<file path="src/rtl/fcu_pkg.sv">
`timescale 1ns / 1ps
// fcu_pkg: shared types, codes and helper functions of the float calculator
// used by fcu_ctrl, fcu_datapath and float_calculator_unit; no dependencies
package fcu_pkg;

   // longest power loop, in multiplications
   localparam int unsigned MAX_LOOP = 4095;
   // loop counter width, holds any loop count up to 2^25
   localparam int LOOP_W = 26;
   // factorial index width
   localparam int FACT_W = 7;
   // wide significand and internal exponent widths
   localparam int MW = 51;
   localparam int EW = 11;

   localparam logic [2:0] CMD_ADD  = 3'd0;
   localparam logic [2:0] CMD_SUB  = 3'd1;
   localparam logic [2:0] CMD_MUL  = 3'd2;
   localparam logic [2:0] CMD_DIV  = 3'd3;
   localparam logic [2:0] CMD_POW  = 3'd4;
   localparam logic [2:0] CMD_FACT = 3'd5;

   localparam logic [31:0] CANON_NAN = 32'h7FC0_0000;
   localparam logic [31:0] ONE_BITS  = 32'h3F80_0000;
   localparam logic signed [EW-1:0] EMIN = -11'sd126;

   typedef enum logic [1:0] {
      FOP_ADD,
      FOP_MUL,
      FOP_DIV
   } fcu_fop_type;

   typedef enum logic [3:0] {
      ST_IDLE,
      ST_SETUP,
      ST_ITER,
      ST_UNPACK,
      ST_EXEC,
      ST_SUM,
      ST_DIVIDE,
      ST_LZC,
      ST_LSHIFT,
      ST_RSHIFT,
      ST_ROUND,
      ST_DONE
   } fcu_state_type;

   typedef struct packed {
      logic load;
      logic setup;
      logic iter;
      logic unpack;
      logic exec;
      logic sum;
      logic div_step;
      logic lzc;
      logic lshift;
      logic rshift;
      logic round;
      logic emit;
   } fcu_cmd_type;

   typedef struct packed {
      logic        more;
      logic        special;
      fcu_fop_type fop;
      logic        div_done;
      logic        out_free;
   } fcu_status_type;

   typedef struct packed {
      logic                 s;
      logic signed [EW-1:0] e;
      logic [23:0]          m;
   } fcu_unp_type;

   function automatic logic [4:0] lzc24(input logic [23:0] v);
      logic [4:0] n;
      n = 5'd24;
      for (int k = 0; k < 24; k++) begin
         if (v[k]) begin
            n = 5'(23 - k);
         end
      end
      return n;
   endfunction

   function automatic logic [5:0] lzc_wide(input logic [MW-1:0] v);
      logic [5:0] n;
      n = 6'(MW);
      for (int k = 0; k < MW; k++) begin
         if (v[k]) begin
            n = 6'(MW - 1 - k);
         end
      end
      return n;
   endfunction

   // small nonzero integer to binary32
   function automatic logic [31:0] int_to_float(input logic [FACT_W-1:0] v);
      logic [2:0]  p;
      logic [22:0] f;
      p = 3'd0;
      for (int k = 0; k < FACT_W; k++) begin
         if (v[k]) begin
            p = 3'(k);
         end
      end
      f = 23'(v) << (5'd23 - {2'b00, p});
      return {1'b0, 8'(8'd127 + {5'b00000, p}), f};
   endfunction

endpackage

</file>
<file path="src/rtl/fcu_ctrl.sv">
`timescale 1ns / 1ps
// fcu_ctrl: sequencing state machine of the float calculator
// depends on fcu_pkg; drives fcu_datapath through command and status structs
module fcu_ctrl (
   input  logic                   clock,
   input  logic                   reset,
   input  logic                   req_valid,
   output logic                   req_stall,
   input  fcu_pkg::fcu_status_type status,
   output fcu_pkg::fcu_cmd_type   cmd
);

   fcu_pkg::fcu_state_type state_ff, state_in;

   always_ff @(posedge clock) begin
      if (reset) begin
         state_ff <= fcu_pkg::ST_IDLE;
      end else begin
         state_ff <= state_in;
      end
   end

   always_comb begin
      state_in = state_ff;
      case (state_ff)
         fcu_pkg::ST_IDLE: begin
            if (req_valid) state_in = fcu_pkg::ST_SETUP;
         end
         fcu_pkg::ST_SETUP:  state_in = fcu_pkg::ST_ITER;
         fcu_pkg::ST_ITER: begin
            state_in = status.more ? fcu_pkg::ST_UNPACK : fcu_pkg::ST_DONE;
         end
         fcu_pkg::ST_UNPACK: state_in = fcu_pkg::ST_EXEC;
         fcu_pkg::ST_EXEC: begin
            if (status.special) begin
               state_in = fcu_pkg::ST_ITER;
            end else begin
               case (status.fop)
                  fcu_pkg::FOP_ADD: state_in = fcu_pkg::ST_SUM;
                  fcu_pkg::FOP_DIV: state_in = fcu_pkg::ST_DIVIDE;
                  default:          state_in = fcu_pkg::ST_LZC;
               endcase
            end
         end
         fcu_pkg::ST_SUM:    state_in = fcu_pkg::ST_LZC;
         fcu_pkg::ST_DIVIDE: begin
            if (status.div_done) state_in = fcu_pkg::ST_LZC;
         end
         fcu_pkg::ST_LZC:    state_in = fcu_pkg::ST_LSHIFT;
         fcu_pkg::ST_LSHIFT: state_in = fcu_pkg::ST_RSHIFT;
         fcu_pkg::ST_RSHIFT: state_in = fcu_pkg::ST_ROUND;
         fcu_pkg::ST_ROUND:  state_in = fcu_pkg::ST_ITER;
         fcu_pkg::ST_DONE: begin
            if (status.out_free) state_in = fcu_pkg::ST_IDLE;
         end
         default:            state_in = fcu_pkg::ST_IDLE;
      endcase
   end

   always_comb begin
      cmd       = '0;
      req_stall = 1'b1;
      case (state_ff)
         fcu_pkg::ST_IDLE: begin
            req_stall = 1'b0;
            cmd.load  = req_valid;
         end
         fcu_pkg::ST_SETUP:  cmd.setup    = 1'b1;
         fcu_pkg::ST_ITER:   cmd.iter     = 1'b1;
         fcu_pkg::ST_UNPACK: cmd.unpack   = 1'b1;
         fcu_pkg::ST_EXEC:   cmd.exec     = 1'b1;
         fcu_pkg::ST_SUM:    cmd.sum      = 1'b1;
         fcu_pkg::ST_DIVIDE: cmd.div_step = 1'b1;
         fcu_pkg::ST_LZC:    cmd.lzc      = 1'b1;
         fcu_pkg::ST_LSHIFT: cmd.lshift   = 1'b1;
         fcu_pkg::ST_RSHIFT: cmd.rshift   = 1'b1;
         fcu_pkg::ST_ROUND:  cmd.round    = 1'b1;
         fcu_pkg::ST_DONE:   cmd.emit     = status.out_free;
         default:            cmd          = '0;
      endcase
   end

endmodule

</file>
<file path="src/rtl/fcu_datapath.sv">
`timescale 1ns / 1ps
// fcu_datapath: operand registers, shared add/multiply/divide float unit,
// normalize and round stages, loop counters and result register; uses fcu_pkg
module fcu_datapath (
   input  logic                    clock,
   input  logic                    reset,
   input  fcu_pkg::fcu_cmd_type    cmd,
   output fcu_pkg::fcu_status_type status,
   input  logic [2:0]              req_command,
   input  logic                    req_vector_mode,
   input  logic [31:0]             req_operand_a,
   input  logic [31:0]             req_operand_b,
   input  logic                    req_last_element,
   output logic                    rsp_valid,
   input  logic                    rsp_stall,
   output logic [31:0]             rsp_value,
   output logic                    rsp_unsupported,
   output logic                    rsp_range_flag,
   output logic                    rsp_end_of_vector
);

   localparam int EW = fcu_pkg::EW;
   localparam int MW = fcu_pkg::MW;
   localparam int LW = fcu_pkg::LOOP_W;
   localparam int FW = fcu_pkg::FACT_W;

   function automatic fcu_pkg::fcu_unp_type unpack(input logic [31:0] v);
      fcu_pkg::fcu_unp_type u;
      logic [23:0]          m0;
      logic signed [EW-1:0] e0;
      logic [4:0]           lz;
      m0 = {(v[30:23] != 8'd0), v[22:0]};
      e0 = (v[30:23] == 8'd0) ? fcu_pkg::EMIN : ($signed({3'b000, v[30:23]}) - 11'sd127);
      lz = fcu_pkg::lzc24(m0);
      u.s = v[31];
      u.m = m0 << lz;
      u.e = e0 - $signed({6'b000000, lz});
      return u;
   endfunction

   // item registers
   logic [2:0]  op_ff, op_in;
   logic        vec_ff, vec_in;
   logic [31:0] a_ff, a_in, b_ff, b_in;
   logic        last_ff, last_in;
   logic        unsup_ff, unsup_in, range_ff, range_in;
   logic        pending_ff, pending_in, pow_ff, pow_in, fact_ff, fact_in;
   logic [LW-1:0] n_ff, n_in;
   logic [FW-1:0] i_ff, i_in, lim_ff, lim_in;
   logic [31:0] r_ff, r_in;
   // current float operation
   logic [31:0] x_ff, x_in, y_ff, y_in;
   fcu_pkg::fcu_fop_type fop_ff, fop_in;
   fcu_pkg::fcu_unp_type xu_ff, xu_in, yu_ff, yu_in;
   logic        special_ff, special_in;
   logic [31:0] spec_ff, spec_in;
   // wide working value
   logic                 s_ff, s_in;
   logic signed [EW-1:0] e_ff, e_in;
   logic [MW-1:0]        m_ff, m_in, am_ff, am_in, bm_ff, bm_in;
   logic                 st_ff, st_in, sub_ff, sub_in;
   logic [5:0]           lz_ff, lz_in;
   logic [26:0]          q_ff, q_in;
   logic [24:0]          rem_ff, rem_in;
   logic [4:0]           dcnt_ff, dcnt_in;
   // result register
   logic        rv_ff, rv_in, ru_ff, ru_in, rr_ff, rr_in, re_ff, re_in;
   logic [31:0] rval_ff, rval_in;

   // setup helpers
   logic [7:0]    bexp, aexp;
   logic [23:0]   bman, aman, fmask;
   logic [4:0]    ebit;
   logic [LW-1:0] ipart, cnt;
   logic          big, le1, bnan, anan, frac_nz, rng;
   // float unit helpers
   logic          xnan, ynan, xinf, yinf, xzero, yzero;
   logic          xbig;
   fcu_pkg::fcu_unp_type bu, su;
   logic signed [EW-1:0] dexp, rsh;
   logic [5:0]    dsh;
   logic [MW-1:0] sw, shv, wsum;
   logic [24:0]   rem_n;
   logic          ge;
   logic [26:0]   q_n;
   logic [47:0]   prod;
   logic [7:0]    rexp;
   logic [30:0]   rbase;
   logic          rinc;

   assign xnan  = (x_ff[30:23] == 8'hFF) && (x_ff[22:0] != 23'd0);
   assign ynan  = (y_ff[30:23] == 8'hFF) && (y_ff[22:0] != 23'd0);
   assign xinf  = (x_ff[30:0] == 31'h7F80_0000);
   assign yinf  = (y_ff[30:0] == 31'h7F80_0000);
   assign xzero = (x_ff[30:0] == 31'd0);
   assign yzero = (y_ff[30:0] == 31'd0);

   always_comb begin
      status.more = pending_ff || (pow_ff && (n_ff != '0)) ||
                    (fact_ff && (r_ff[30:0] != 31'h7F80_0000) && (i_ff <= lim_ff));
      status.special  = special_ff;
      status.fop      = fop_ff;
      status.div_done = (dcnt_ff == 5'd0);
      status.out_free = !rv_ff || !rsp_stall;
   end

   always_comb begin
      op_in = op_ff; vec_in = vec_ff; a_in = a_ff; b_in = b_ff; last_in = last_ff;
      unsup_in = unsup_ff; range_in = range_ff; pending_in = pending_ff;
      pow_in = pow_ff; fact_in = fact_ff; n_in = n_ff; i_in = i_ff; lim_in = lim_ff;
      r_in = r_ff; x_in = x_ff; y_in = y_ff; fop_in = fop_ff;
      xu_in = xu_ff; yu_in = yu_ff; special_in = special_ff; spec_in = spec_ff;
      s_in = s_ff; e_in = e_ff; m_in = m_ff; am_in = am_ff; bm_in = bm_ff;
      st_in = st_ff; sub_in = sub_ff; lz_in = lz_ff; q_in = q_ff; rem_in = rem_ff;
      dcnt_in = dcnt_ff;
      rv_in = rv_ff && rsp_stall; ru_in = ru_ff; rr_in = rr_ff; re_in = re_ff;
      rval_in = rval_ff;

      // power loop count: integers i with 1 <= i < b
      bexp  = b_ff[30:23];
      bman  = {1'b1, b_ff[22:0]};
      bnan  = (bexp == 8'hFF) && (b_ff[22:0] != 23'd0);
      le1   = b_ff[31] || (b_ff[30:0] <= 31'h3F80_0000);
      big   = (bexp >= 8'd152);
      ebit  = 5'(bexp - 8'd127);
      fmask = (ebit <= 5'd23) ? ((24'd1 << (5'd23 - ebit)) - 24'd1) : 24'd0;
      frac_nz = (bman & fmask) != 24'd0;
      ipart = (ebit <= 5'd23) ? LW'(bman >> (5'd23 - ebit)) : (LW'(bman) << 1);
      cnt   = ipart + LW'(frac_nz) - LW'(1);
      if (bnan || le1) begin
         cnt = '0;
         big = 1'b0;
      end
      rng = big || (cnt > LW'(fcu_pkg::MAX_LOOP));
      // factorial upper index, floor of a, capped at 63
      aexp = a_ff[30:23];
      aman = {1'b1, a_ff[22:0]};
      anan = (aexp == 8'hFF) && (a_ff[22:0] != 23'd0);

      // float unit operand ordering for add
      xbig = (xu_ff.e > yu_ff.e) || ((xu_ff.e == yu_ff.e) && (xu_ff.m >= yu_ff.m));
      bu   = xbig ? xu_ff : yu_ff;
      su   = xbig ? yu_ff : xu_ff;
      dexp = bu.e - su.e;
      dsh  = (dexp > 11'sd63) ? 6'd63 : dexp[5:0];
      sw   = {1'b0, su.m, 26'd0};
      shv  = sw >> dsh;
      prod = xu_ff.m * yu_ff.m;
      wsum = sub_ff ? (am_ff - bm_ff) : (am_ff + bm_ff);
      ge    = rem_ff >= {1'b0, yu_ff.m};
      rem_n = ge ? (rem_ff - {1'b0, yu_ff.m}) : rem_ff;
      q_n   = {q_ff[25:0], ge};
      rsh   = fcu_pkg::EMIN - e_ff;
      rexp  = m_ff[MW-1] ? 8'(e_ff + 11'sd127) : 8'd0;
      rbase = {rexp, m_ff[MW-2:MW-24]};
      rinc  = m_ff[MW-25] && ((|m_ff[MW-26:0]) || st_ff || m_ff[MW-24]);

      if (cmd.load) begin
         op_in   = req_command;
         vec_in  = req_vector_mode;
         a_in    = req_operand_a;
         b_in    = req_operand_b;
         last_in = req_last_element;
      end

      if (cmd.setup) begin
         unsup_in   = (op_ff > fcu_pkg::CMD_FACT) || (vec_ff && (op_ff > fcu_pkg::CMD_MUL));
         pending_in = !unsup_in && (op_ff <= fcu_pkg::CMD_DIV);
         pow_in     = !unsup_in && (op_ff == fcu_pkg::CMD_POW);
         fact_in    = !unsup_in && (op_ff == fcu_pkg::CMD_FACT);
         i_in       = FW'(1);
         range_in   = 1'b0;
         n_in       = '0;
         if (a_ff[31] || (aexp < 8'd127) || anan) begin
            lim_in = '0;
         end else if (aexp >= 8'd133) begin
            lim_in = FW'(63);
         end else begin
            lim_in = FW'(aman >> (8'd150 - aexp));
         end
         if (fact_in) begin
            r_in = fcu_pkg::ONE_BITS;
         end else if (pow_in) begin
            if (b_ff[30:0] == 31'd0) begin
               r_in = fcu_pkg::ONE_BITS;
            end else begin
               r_in     = a_ff;
               range_in = rng;
               n_in     = rng ? LW'(fcu_pkg::MAX_LOOP) : cnt;
            end
         end
      end

      if (cmd.iter && status.more) begin
         fop_in = fcu_pkg::FOP_MUL;
         if (pending_ff) begin
            pending_in = 1'b0;
            x_in = a_ff;
            y_in = (op_ff == fcu_pkg::CMD_SUB) ? {~b_ff[31], b_ff[30:0]} : b_ff;
            case (op_ff)
               fcu_pkg::CMD_ADD, fcu_pkg::CMD_SUB: fop_in = fcu_pkg::FOP_ADD;
               fcu_pkg::CMD_DIV:                   fop_in = fcu_pkg::FOP_DIV;
               default:                            fop_in = fcu_pkg::FOP_MUL;
            endcase
         end else if (pow_ff) begin
            x_in = r_ff;
            y_in = a_ff;
            n_in = n_ff - LW'(1);
         end else begin
            x_in = r_ff;
            y_in = fcu_pkg::int_to_float(i_ff);
            i_in = i_ff + FW'(1);
         end
      end

      if (cmd.unpack) begin
         xu_in      = unpack(x_ff);
         yu_in      = unpack(y_ff);
         special_in = 1'b1;
         spec_in    = fcu_pkg::CANON_NAN;
         case (fop_ff)
            fcu_pkg::FOP_ADD: begin
               if (xnan || ynan || (xinf && yinf && (x_ff[31] != y_ff[31]))) begin
                  spec_in = fcu_pkg::CANON_NAN;
               end else if (xinf) begin
                  spec_in = x_ff;
               end else if (yinf) begin
                  spec_in = y_ff;
               end else if (xzero && yzero) begin
                  spec_in = {x_ff[31] & y_ff[31], 31'd0};
               end else if (xzero) begin
                  spec_in = y_ff;
               end else if (yzero) begin
                  spec_in = x_ff;
               end else begin
                  special_in = 1'b0;
               end
            end
            fcu_pkg::FOP_MUL: begin
               if (xnan || ynan || (xinf && yzero) || (yinf && xzero)) begin
                  spec_in = fcu_pkg::CANON_NAN;
               end else if (xinf || yinf) begin
                  spec_in = {x_ff[31] ^ y_ff[31], 31'h7F80_0000};
               end else if (xzero || yzero) begin
                  spec_in = {x_ff[31] ^ y_ff[31], 31'd0};
               end else begin
                  special_in = 1'b0;
               end
            end
            default: begin
               if (xnan || ynan || (xzero && yzero) || (xinf && yinf)) begin
                  spec_in = fcu_pkg::CANON_NAN;
               end else if (xinf || yzero) begin
                  spec_in = {x_ff[31] ^ y_ff[31], 31'h7F80_0000};
               end else if (xzero || yinf) begin
                  spec_in = {x_ff[31] ^ y_ff[31], 31'd0};
               end else begin
                  special_in = 1'b0;
               end
            end
         endcase
      end

      if (cmd.exec) begin
         st_in = 1'b0;
         if (special_ff) begin
            r_in = spec_ff;
         end else begin
            case (fop_ff)
               fcu_pkg::FOP_ADD: begin
                  am_in  = {1'b0, bu.m, 26'd0};
                  bm_in  = shv | MW'((shv << dsh) != sw);
                  e_in   = bu.e + 11'sd1;
                  s_in   = bu.s;
                  sub_in = xu_ff.s ^ yu_ff.s;
               end
               fcu_pkg::FOP_DIV: begin
                  q_in    = '0;
                  rem_in  = {1'b0, xu_ff.m};
                  dcnt_in = 5'd26;
                  s_in    = xu_ff.s ^ yu_ff.s;
                  e_in    = xu_ff.e - yu_ff.e;
               end
               default: begin
                  m_in = {prod, 3'b000};
                  e_in = xu_ff.e + yu_ff.e + 11'sd1;
                  s_in = xu_ff.s ^ yu_ff.s;
               end
            endcase
         end
      end

      if (cmd.sum) begin
         m_in = wsum;
         if (wsum == '0) s_in = 1'b0;
      end

      if (cmd.div_step) begin
         q_in    = q_n;
         rem_in  = {rem_n[23:0], 1'b0};
         dcnt_in = dcnt_ff - 5'd1;
         if (dcnt_ff == 5'd0) begin
            m_in  = {q_n, 24'd0};
            st_in = rem_n != 25'd0;
         end
      end

      if (cmd.lzc) begin
         lz_in = (m_ff == '0) ? 6'd0 : fcu_pkg::lzc_wide(m_ff);
      end

      if (cmd.lshift) begin
         m_in = m_ff << lz_ff;
         e_in = e_ff - $signed({5'd0, lz_ff});
      end

      if (cmd.rshift && (e_ff < fcu_pkg::EMIN)) begin
         m_in  = m_ff >> ((rsh > 11'sd63) ? 6'd63 : rsh[5:0]);
         st_in = st_ff || ((m_in << ((rsh > 11'sd63) ? 6'd63 : rsh[5:0])) != m_ff);
         e_in  = fcu_pkg::EMIN;
      end

      if (cmd.round) begin
         if (m_ff[MW-1] && (e_ff >= 11'sd128)) begin
            r_in = {s_ff, 31'h7F80_0000};
         end else begin
            r_in = {s_ff, rbase + 31'(rinc)};
         end
      end

      if (cmd.emit) begin
         rv_in = 1'b1;
         ru_in = unsup_ff;
         rr_in = range_ff && !unsup_ff;
         re_in = last_ff;
         if (unsup_ff) begin
            rval_in = 32'd0;
         end else if ((r_ff[30:23] == 8'hFF) && (r_ff[22:0] != 23'd0)) begin
            rval_in = fcu_pkg::CANON_NAN;
         end else begin
            rval_in = r_ff;
         end
      end
   end

   always_ff @(posedge clock) begin
      if (reset) begin
         rv_ff <= 1'b0;
      end else begin
         rv_ff <= rv_in;
      end
      op_ff <= op_in; vec_ff <= vec_in; a_ff <= a_in; b_ff <= b_in; last_ff <= last_in;
      unsup_ff <= unsup_in; range_ff <= range_in; pending_ff <= pending_in;
      pow_ff <= pow_in; fact_ff <= fact_in; n_ff <= n_in; i_ff <= i_in; lim_ff <= lim_in;
      r_ff <= r_in; x_ff <= x_in; y_ff <= y_in; fop_ff <= fop_in;
      xu_ff <= xu_in; yu_ff <= yu_in; special_ff <= special_in; spec_ff <= spec_in;
      s_ff <= s_in; e_ff <= e_in; m_ff <= m_in; am_ff <= am_in; bm_ff <= bm_in;
      st_ff <= st_in; sub_ff <= sub_in; lz_ff <= lz_in; q_ff <= q_in; rem_ff <= rem_in;
      dcnt_ff <= dcnt_in;
      ru_ff <= ru_in; rr_ff <= rr_in; re_ff <= re_in; rval_ff <= rval_in;
   end

   assign rsp_valid         = rv_ff;
   assign rsp_value         = rval_ff;
   assign rsp_unsupported   = ru_ff;
   assign rsp_range_flag    = rr_ff;
   assign rsp_end_of_vector = re_ff;

endmodule

</file>
<file path="src/rtl/float_calculator_unit.sv">
`timescale 1ns / 1ps
// each float op: unpack, exec, sum for add or divide for divide (one quotient bit
// a cycle), leading-zero count, shifts and round; power and factorial run n
// multiplications, n at most MAX_LOOP for power and 35 for factorial; special
// operands finish early. One item at a time: the next item is taken in the
// cycle after the result is loaded, while it may still wait in the output register
// reset: synchronous, active high; clears the sequencer and the output valid
module float_calculator_unit (
   input  logic        clock,
   input  logic        reset,
   // input item channel
   input  logic        req_valid,
   output logic        req_stall,
   input  logic [2:0]  req_command,
   input  logic        req_vector_mode,
   input  logic [31:0] req_operand_a,
   input  logic [31:0] req_operand_b,
   input  logic        req_last_element,
   // result item channel
   output logic        rsp_valid,
   input  logic        rsp_stall,
   output logic [31:0] rsp_value,
   output logic        rsp_unsupported,
   output logic        rsp_range_flag,
   output logic        rsp_end_of_vector
);

   // commands from the sequencer, status back from the datapath
   fcu_pkg::fcu_cmd_type    cmd;
   fcu_pkg::fcu_status_type status;

   // sequencer: setup, loop control, float op steps, result hand-off
   fcu_ctrl u_ctrl (
      .clock     (clock),
      .reset     (reset),
      .req_valid (req_valid),
      .req_stall (req_stall),
      .status    (status),
      .cmd       (cmd)
   );

   // datapath: operand capture, shared float unit, round, output register
   fcu_datapath u_datapath (
      .clock             (clock),
      .reset             (reset),
      .cmd               (cmd),
      .status            (status),
      .req_command       (req_command),
      .req_vector_mode   (req_vector_mode),
      .req_operand_a     (req_operand_a),
      .req_operand_b     (req_operand_b),
      .req_last_element  (req_last_element),
      .rsp_valid         (rsp_valid),
      .rsp_stall         (rsp_stall),
      .rsp_value         (rsp_value),
      .rsp_unsupported   (rsp_unsupported),
      .rsp_range_flag    (rsp_range_flag),
      .rsp_end_of_vector (rsp_end_of_vector)
   );

endmodule

</file>
<file path="config.mk">
export PLATFORM = sky130hd
export DESIGN_NAME = float_calculator_unit
export DESIGN_NICKNAME = d
export VERILOG_FILES = /design/src/rtl/fcu_pkg.sv /design/src/rtl/fcu_ctrl.sv /design/src/rtl/fcu_datapath.sv /design/src/rtl/float_calculator_unit.sv
export SDC_FILE = /design/constraint.sdc
export NUM_CORES = 2
export LEC_CHECK = 0
export ABC_CLOCK_PERIOD_IN_PS = 10900
export BUFFER_PORTS_ARGS = -buffer_cell sky130_fd_sc_hd__buf_2
export CAP_MARGIN = 20
export CELL_PAD_IN_SITES_DETAIL_PLACEMENT = 1
export CELL_PAD_IN_SITES_GLOBAL_PLACEMENT = 2
export CORE_MARGIN = 5
export CORE_UTILIZATION = 40
export DETAILED_ROUTE_END_ITERATION = 8
export PLACE_DENSITY_LB_ADDON = 0.1
export SYNTH_ARGS = -nofsm -noshare
export SYNTH_HDL_FRONTEND = slang
export SYNTH_SLANG_ARGS = --single-unit
</file>
<file path="constraint.sdc">
create_clock -name clock -period 10.9 [get_ports clock]
set_input_delay 1.635 -clock clock [delete_from_list [all_inputs] [get_ports clock]]
set_output_delay 1.635 -clock clock [all_outputs]
set_load 0.01 [all_outputs]
</file>
==> flow_results.xml <==
<?xml version="1.0" encoding="UTF-8"?>
<metrics>
  <group name="grt">
    <metric name="grt_overflow" unit="">0</metric>
    <metric name="first_global_vias" unit="">71700</metric>
    <metric name="antenna_found_initial" unit="">14</metric>
    <metric name="first_pass_grt_wire_length" unit="um">517000</metric>
    <metric name="maximum_number_of_pins_on_one_net_before_global_route_repair" unit="">72</metric>
    <metric name="all_layer_global_routing_usage" unit="%">37.2</metric>
  </group>
  <group name="setup_path">
    <metric name="worst-endpoint-required" unit="ns">11.32</metric>
    <metric name="sort_of_element_at_the_start_of_the_critical_path" unit="">flop</metric>
    <metric name="cp-startpoint" unit="">u_datapath.yu_ff[13]$_SDFFCE_PP0P_</metric>
    <metric name="critical_path_depth" unit="">27</metric>
    <metric name="timing.critical_path.to" unit="">u_datapath.bm_ff[0]$_DFFE_PP_</metric>
    <metric name="critPathBufInv" unit="">5</metric>
    <metric name="critical_path.reg2reg.endpoint" unit="">u_datapath.bm_ff[0]$_DFFE_PP_</metric>
    <metric name="end_kind" unit="">flop</metric>
    <metric name="r2r-start" unit="">u_datapath.yu_ff[13]$_SDFFCE_PP0P_</metric>
    <metric name="crit_family" unit="">compound AO/OA/AOI/OAI gates</metric>
    <metric name="arrival" unit="ns">11.26</metric>
    <metric name="worst-setup-path-type" unit="">reg2reg</metric>
    <metric name="critPathMaxFanout" unit="">31</metric>
    <metric name="rr_worst_depth" unit="">27</metric>
    <metric name="timing.reg2reg.setup_slack" unit="ns">0.07</metric>
    <metric name="crit_path_max_delay_cell_type" unit="">sky130_fd_sc_hd__edfxtp_1</metric>
    <metric name="critPathMaxStageDelay" unit="ns">1.03</metric>
  </group>
  <group name="final_layout">
    <metric name="sequential_cell_area" unit="mm2">0.0154</metric>
    <metric name="most_frequent_cells_in_the_layout" unit="">sky130_fd_sc_hd__nand2_1, sky130_fd_sc_hd__inv_1, sky130_fd_sc_hd__nor2_1</metric>
    <metric name="final_layout_size_suffix_gt1_share" unit="%">11.1</metric>
    <metric name="area_delta_synth_final" unit="%">9.78</metric>
    <metric name="finish.net_count" unit="">9616</metric>
    <metric name="fillerInstances" unit="">21200</metric>
    <metric name="final_cells" unit="">11100</metric>
    <metric name="final_common_cell" unit="">sky130_fd_sc_hd__nand2_1</metric>
    <metric name="multi_input_area" unit="mm2">0.0516</metric>
  </group>
  <group name="route">
    <metric name="post_drt_wl_per_cell" unit="um">32.4</metric>
    <metric name="residual_antenna_violating_net_count_after_detailed_routing" unit="">0</metric>
    <metric name="vias" unit="">71700</metric>
    <metric name="drt_wl_total" unit="um">360000</metric>
    <metric name="dr.first_iter.drc_count" unit="">7543</metric>
    <metric name="detail_route.drc_violations" unit="">0</metric>
    <metric name="routed_via_density" unit="">6.45</metric>
    <metric name="first_pass_iters" unit="">5</metric>
  </group>
  <group name="place">
    <metric name="gpl.final_weighted_congestion" unit="">1.01</metric>
    <metric name="dpl.cell_count" unit="">11000</metric>
    <metric name="numPortBuffers" unit="">109</metric>
    <metric name="dp.final_hpwl" unit="um">281000</metric>
  </group>
  <group name="synth">
    <metric name="synthFlopType" unit="">sky130_fd_sc_hd__edfxtp_1</metric>
    <metric name="post_synth_instance_area" unit="mm2">0.0719</metric>
    <metric name="synth-seq-cells" unit="">558</metric>
    <metric name="synth_fp_nets" unit="">9638</metric>
    <metric name="ys_seq_area_share" unit="%">21.4</metric>
    <metric name="synth.largest_area_cell" unit="">sky130_fd_sc_hd__edfxtp_1</metric>
    <metric name="synthesis.instances" unit="">8708</metric>
    <metric name="post-synth-top-area-fraction" unit="%">17.7</metric>
    <metric name="synth-async-reset-ratio" unit="%">0</metric>
    <metric name="synth_warn" unit="">0</metric>
    <metric name="post_synth_num_cell_types" unit="">118</metric>
    <metric name="post_synth_main_area_contributors" unit="">sky130_fd_sc_hd__edfxtp_1, sky130_fd_sc_hd__fa_1, sky130_fd_sc_hd__nand2_1</metric>
    <metric name="synth_edf_count" unit="">424</metric>
    <metric name="syn_area_per_cell" unit="um2">8.25</metric>
  </group>
  <group name="die">
    <metric name="coreArea" unit="mm2">0.179</metric>
    <metric name="vert_die_dim" unit="um">434</metric>
    <metric name="die_area" unit="mm2">0.188</metric>
    <metric name="initial_utilization" unit="%">40.2</metric>
    <metric name="chipWidth" unit="um">434</metric>
    <metric name="rows" unit="">155</metric>
    <metric name="pin_count" unit="">110</metric>
  </group>
  <group name="sta">
    <metric name="setup-violations-final" unit="">0</metric>
    <metric name="worst-slew-pin-transition" unit="ns">1.26</metric>
    <metric name="timing.final.max_slew_violations" unit="">0</metric>
    <metric name="slew-limit-headroom" unit="%">15.2</metric>
    <metric name="skew" unit="ns">0.0383</metric>
    <metric name="fmax" unit="MHz">92.3</metric>
    <metric name="fin_crit_sh" unit="%">99.4</metric>
    <metric name="final_sum_of_negative_setup_slack" unit="ns">0</metric>
    <metric name="timing.final.crit_period" unit="ns">10.83</metric>
    <metric name="final_hold_vios" unit="">0</metric>
    <metric name="unrepaired_setup_endpoints_after_global_routing" unit="">false</metric>
  </group>
  <group name="clock_tree">
    <metric name="ctsResizeCount" unit="">0</metric>
    <metric name="post_cts.repair.setup_buffers" unit="">0</metric>
    <metric name="clock_tree.htree_level_count" unit="">3</metric>
    <metric name="tritoncts_clock_tree" unit="">yes</metric>
    <metric name="clockBufferDepth" unit="">3</metric>
    <metric name="clock_sinks" unit="">558</metric>
    <metric name="clock-root-buffer" unit="">sky130_fd_sc_hd__clkbuf_16</metric>
    <metric name="clock_transition_at_the_registers_of_the_reported_paths" unit="ns">0.06</metric>
    <metric name="cts_hold_fix_bufs" unit="">0</metric>
    <metric name="clock_latency" unit="ns">0.74</metric>
    <metric name="cts_inserted_buffers" unit="">74</metric>
  </group>
  <group name="hold_path">
    <metric name="hold-path-cell-count" unit="">0</metric>
    <metric name="worstHoldPathType" unit="">reg2reg</metric>
  </group>
  <group name="run_status">
    <metric name="status" unit="">finished, final reports clean</metric>
  </group>
  <group name="run">
    <metric name="cap_violations" unit="">0</metric>
  </group>
</metrics>
## state kept, by name (all words and copies together), names as in the netlist, 36 cells and up
signal,flops
u_datapath.xu_ff,36
u_datapath.yu_ff,36
u_datapath.bm_ff,50
u_datapath.m_ff,51
## cells in the mapped netlist, types with 33 or more instances
master                        n
sky130_fd_sc_hd__and2_1     259
sky130_fd_sc_hd__mux2i_1    333
sky130_fd_sc_hd__nor3_1     200
sky130_fd_sc_hd__inv_1      725
sky130_fd_sc_hd__and3_1      51
sky130_fd_sc_hd__or3_1       42
sky130_fd_sc_hd__edfxtp_1   424
sky130_fd_sc_hd__fa_1       489
sky130_fd_sc_hd__a22oi_1     61
sky130_fd_sc_hd__o21a_1      42
sky130_fd_sc_hd__ha_1       368
sky130_fd_sc_hd__dfxtp_1    134
sky130_fd_sc_hd__nand2b_1    60
sky130_fd_sc_hd__nand3_1    193
sky130_fd_sc_hd__or4_1       33
sky130_fd_sc_hd__xnor2_1    139
sky130_fd_sc_hd__o21ai_0    551
sky130_fd_sc_hd__mux2_2      77
sky130_fd_sc_hd__o211ai_1    95
sky130_fd_sc_hd__nand2_1   1231
sky130_fd_sc_hd__buf_1       64
sky130_fd_sc_hd__a31oi_1     86
sky130_fd_sc_hd__nand4_1     61
sky130_fd_sc_hd__a211oi_1   135
sky130_fd_sc_hd__o22ai_1     87
sky130_fd_sc_hd__o31ai_1     47
sky130_fd_sc_hd__o221ai_1    46
sky130_fd_sc_hd__mux4_2     113
sky130_fd_sc_hd__a21oi_1    466
sky130_fd_sc_hd__clkbuf_1   524
sky130_fd_sc_hd__nor2b_1     81
sky130_fd_sc_hd__nor4_1      78
sky130_fd_sc_hd__nor2_1     667
sky130_fd_sc_hd__a221oi_1    55
sky130_fd_sc_hd__a21o_1      56
sky130_fd_sc_hd__xor2_1      93
## per-stage QoR
step | hold slack, ns | utilization [%] | worst slack, ns | area, um2
global route | 0.444 | 44.2 | 0.0107 | 78900
floorplan | 0.400 | - | 2.58 | 71900
global placement | 0.421 | 42.7 | 0.321 | 76300
detailed placement | 0.413 | 42.8 | 0.418 | 76400
CTS | 0.440 | 44.1 | 0.311 | 78800
finish | 0.433 | 44.2 | 0.0673 | 78900
## cell type report
| class | count | area share [%] |
|---|---|---|
| clock inverters | 40 | 0.531 |
| clock buffers | 93 | 2.54 |
| flip-flops and latches | 558 | 19.5 |
| multi-input cells | 6794 | 65.4 |
| well taps | 2355 | 3.73 |
| repair buffers | 526 | 4.74 |
| diodes | 9 | 0.0285 |
| inverters | 732 | 3.48 |
## cells by family (layout without fill, tap and decap cells)
logic type	Yosys count	after routing	share of synthesized area [%]
AO/OA/AOI/OAI	2123	2123	19.4
XOR/XNOR	233	233	2.85
adder cells (fa/ha/maj)	857	857	20.0
buffers and inverters	1356	1391	7.24
flip-flops	558	558	21.4
multiplexers	523	523	9.39
other	0	9	0
AND/OR/NAND/NOR	3058	3058	19.6
## layer usage
| layer | GRT usage (%) | up-vias | wire (um) |
|---|---|---|---|
| met5 | 0 | - | 80 |
| met4 | 18.0 | 14 | 20900 |
| met3 | 6.85 | 751 | 30300 |
| met2 | 57.6 | 3403 | 159000 |
| met1 | 50.2 | 36700 | 149000 |
| li1 | - | 30800 | - |
## how the worst min path moves through the flow
stage	startpoint	endpoint	slack, ns
after global placement	u_datapath.last_ff$_DFFE_PP_	u_datapath.rsp_end_of_vector$_DFFE_PP_	0.42
after floorplan	u_datapath.last_ff$_DFFE_PP_	u_datapath.rsp_end_of_vector$_DFFE_PP_	0.40
final	u_datapath.last_ff$_DFFE_PP_	u_datapath.rsp_end_of_vector$_DFFE_PP_	0.43
after detailed placement	u_datapath.last_ff$_DFFE_PP_	u_datapath.rsp_end_of_vector$_DFFE_PP_	0.41
after global routing	u_datapath.last_ff$_DFFE_PP_	u_datapath.rsp_end_of_vector$_DFFE_PP_	0.44
after CTS	u_datapath.last_ff$_DFFE_PP_	u_datapath.rsp_end_of_vector$_DFFE_PP_	0.44
## worst reg2reg max path: cells and delay by family, from the launching register on
kind | cells | cell delay (ns)
AOI/OAI and AO/OA | 12 | 3.67
and+or+nand+nor | 7 | 2.90
buffers and inverters | 5 | 1.44
DFF | 1 | 1.03
muxes | 2 | 1.01
adders and majority gates | 1 | 0.44
Power is left out: the tool's default activity adds up to more than one toggle a clock period on the data nets, which glitch-free logic cannot reach.
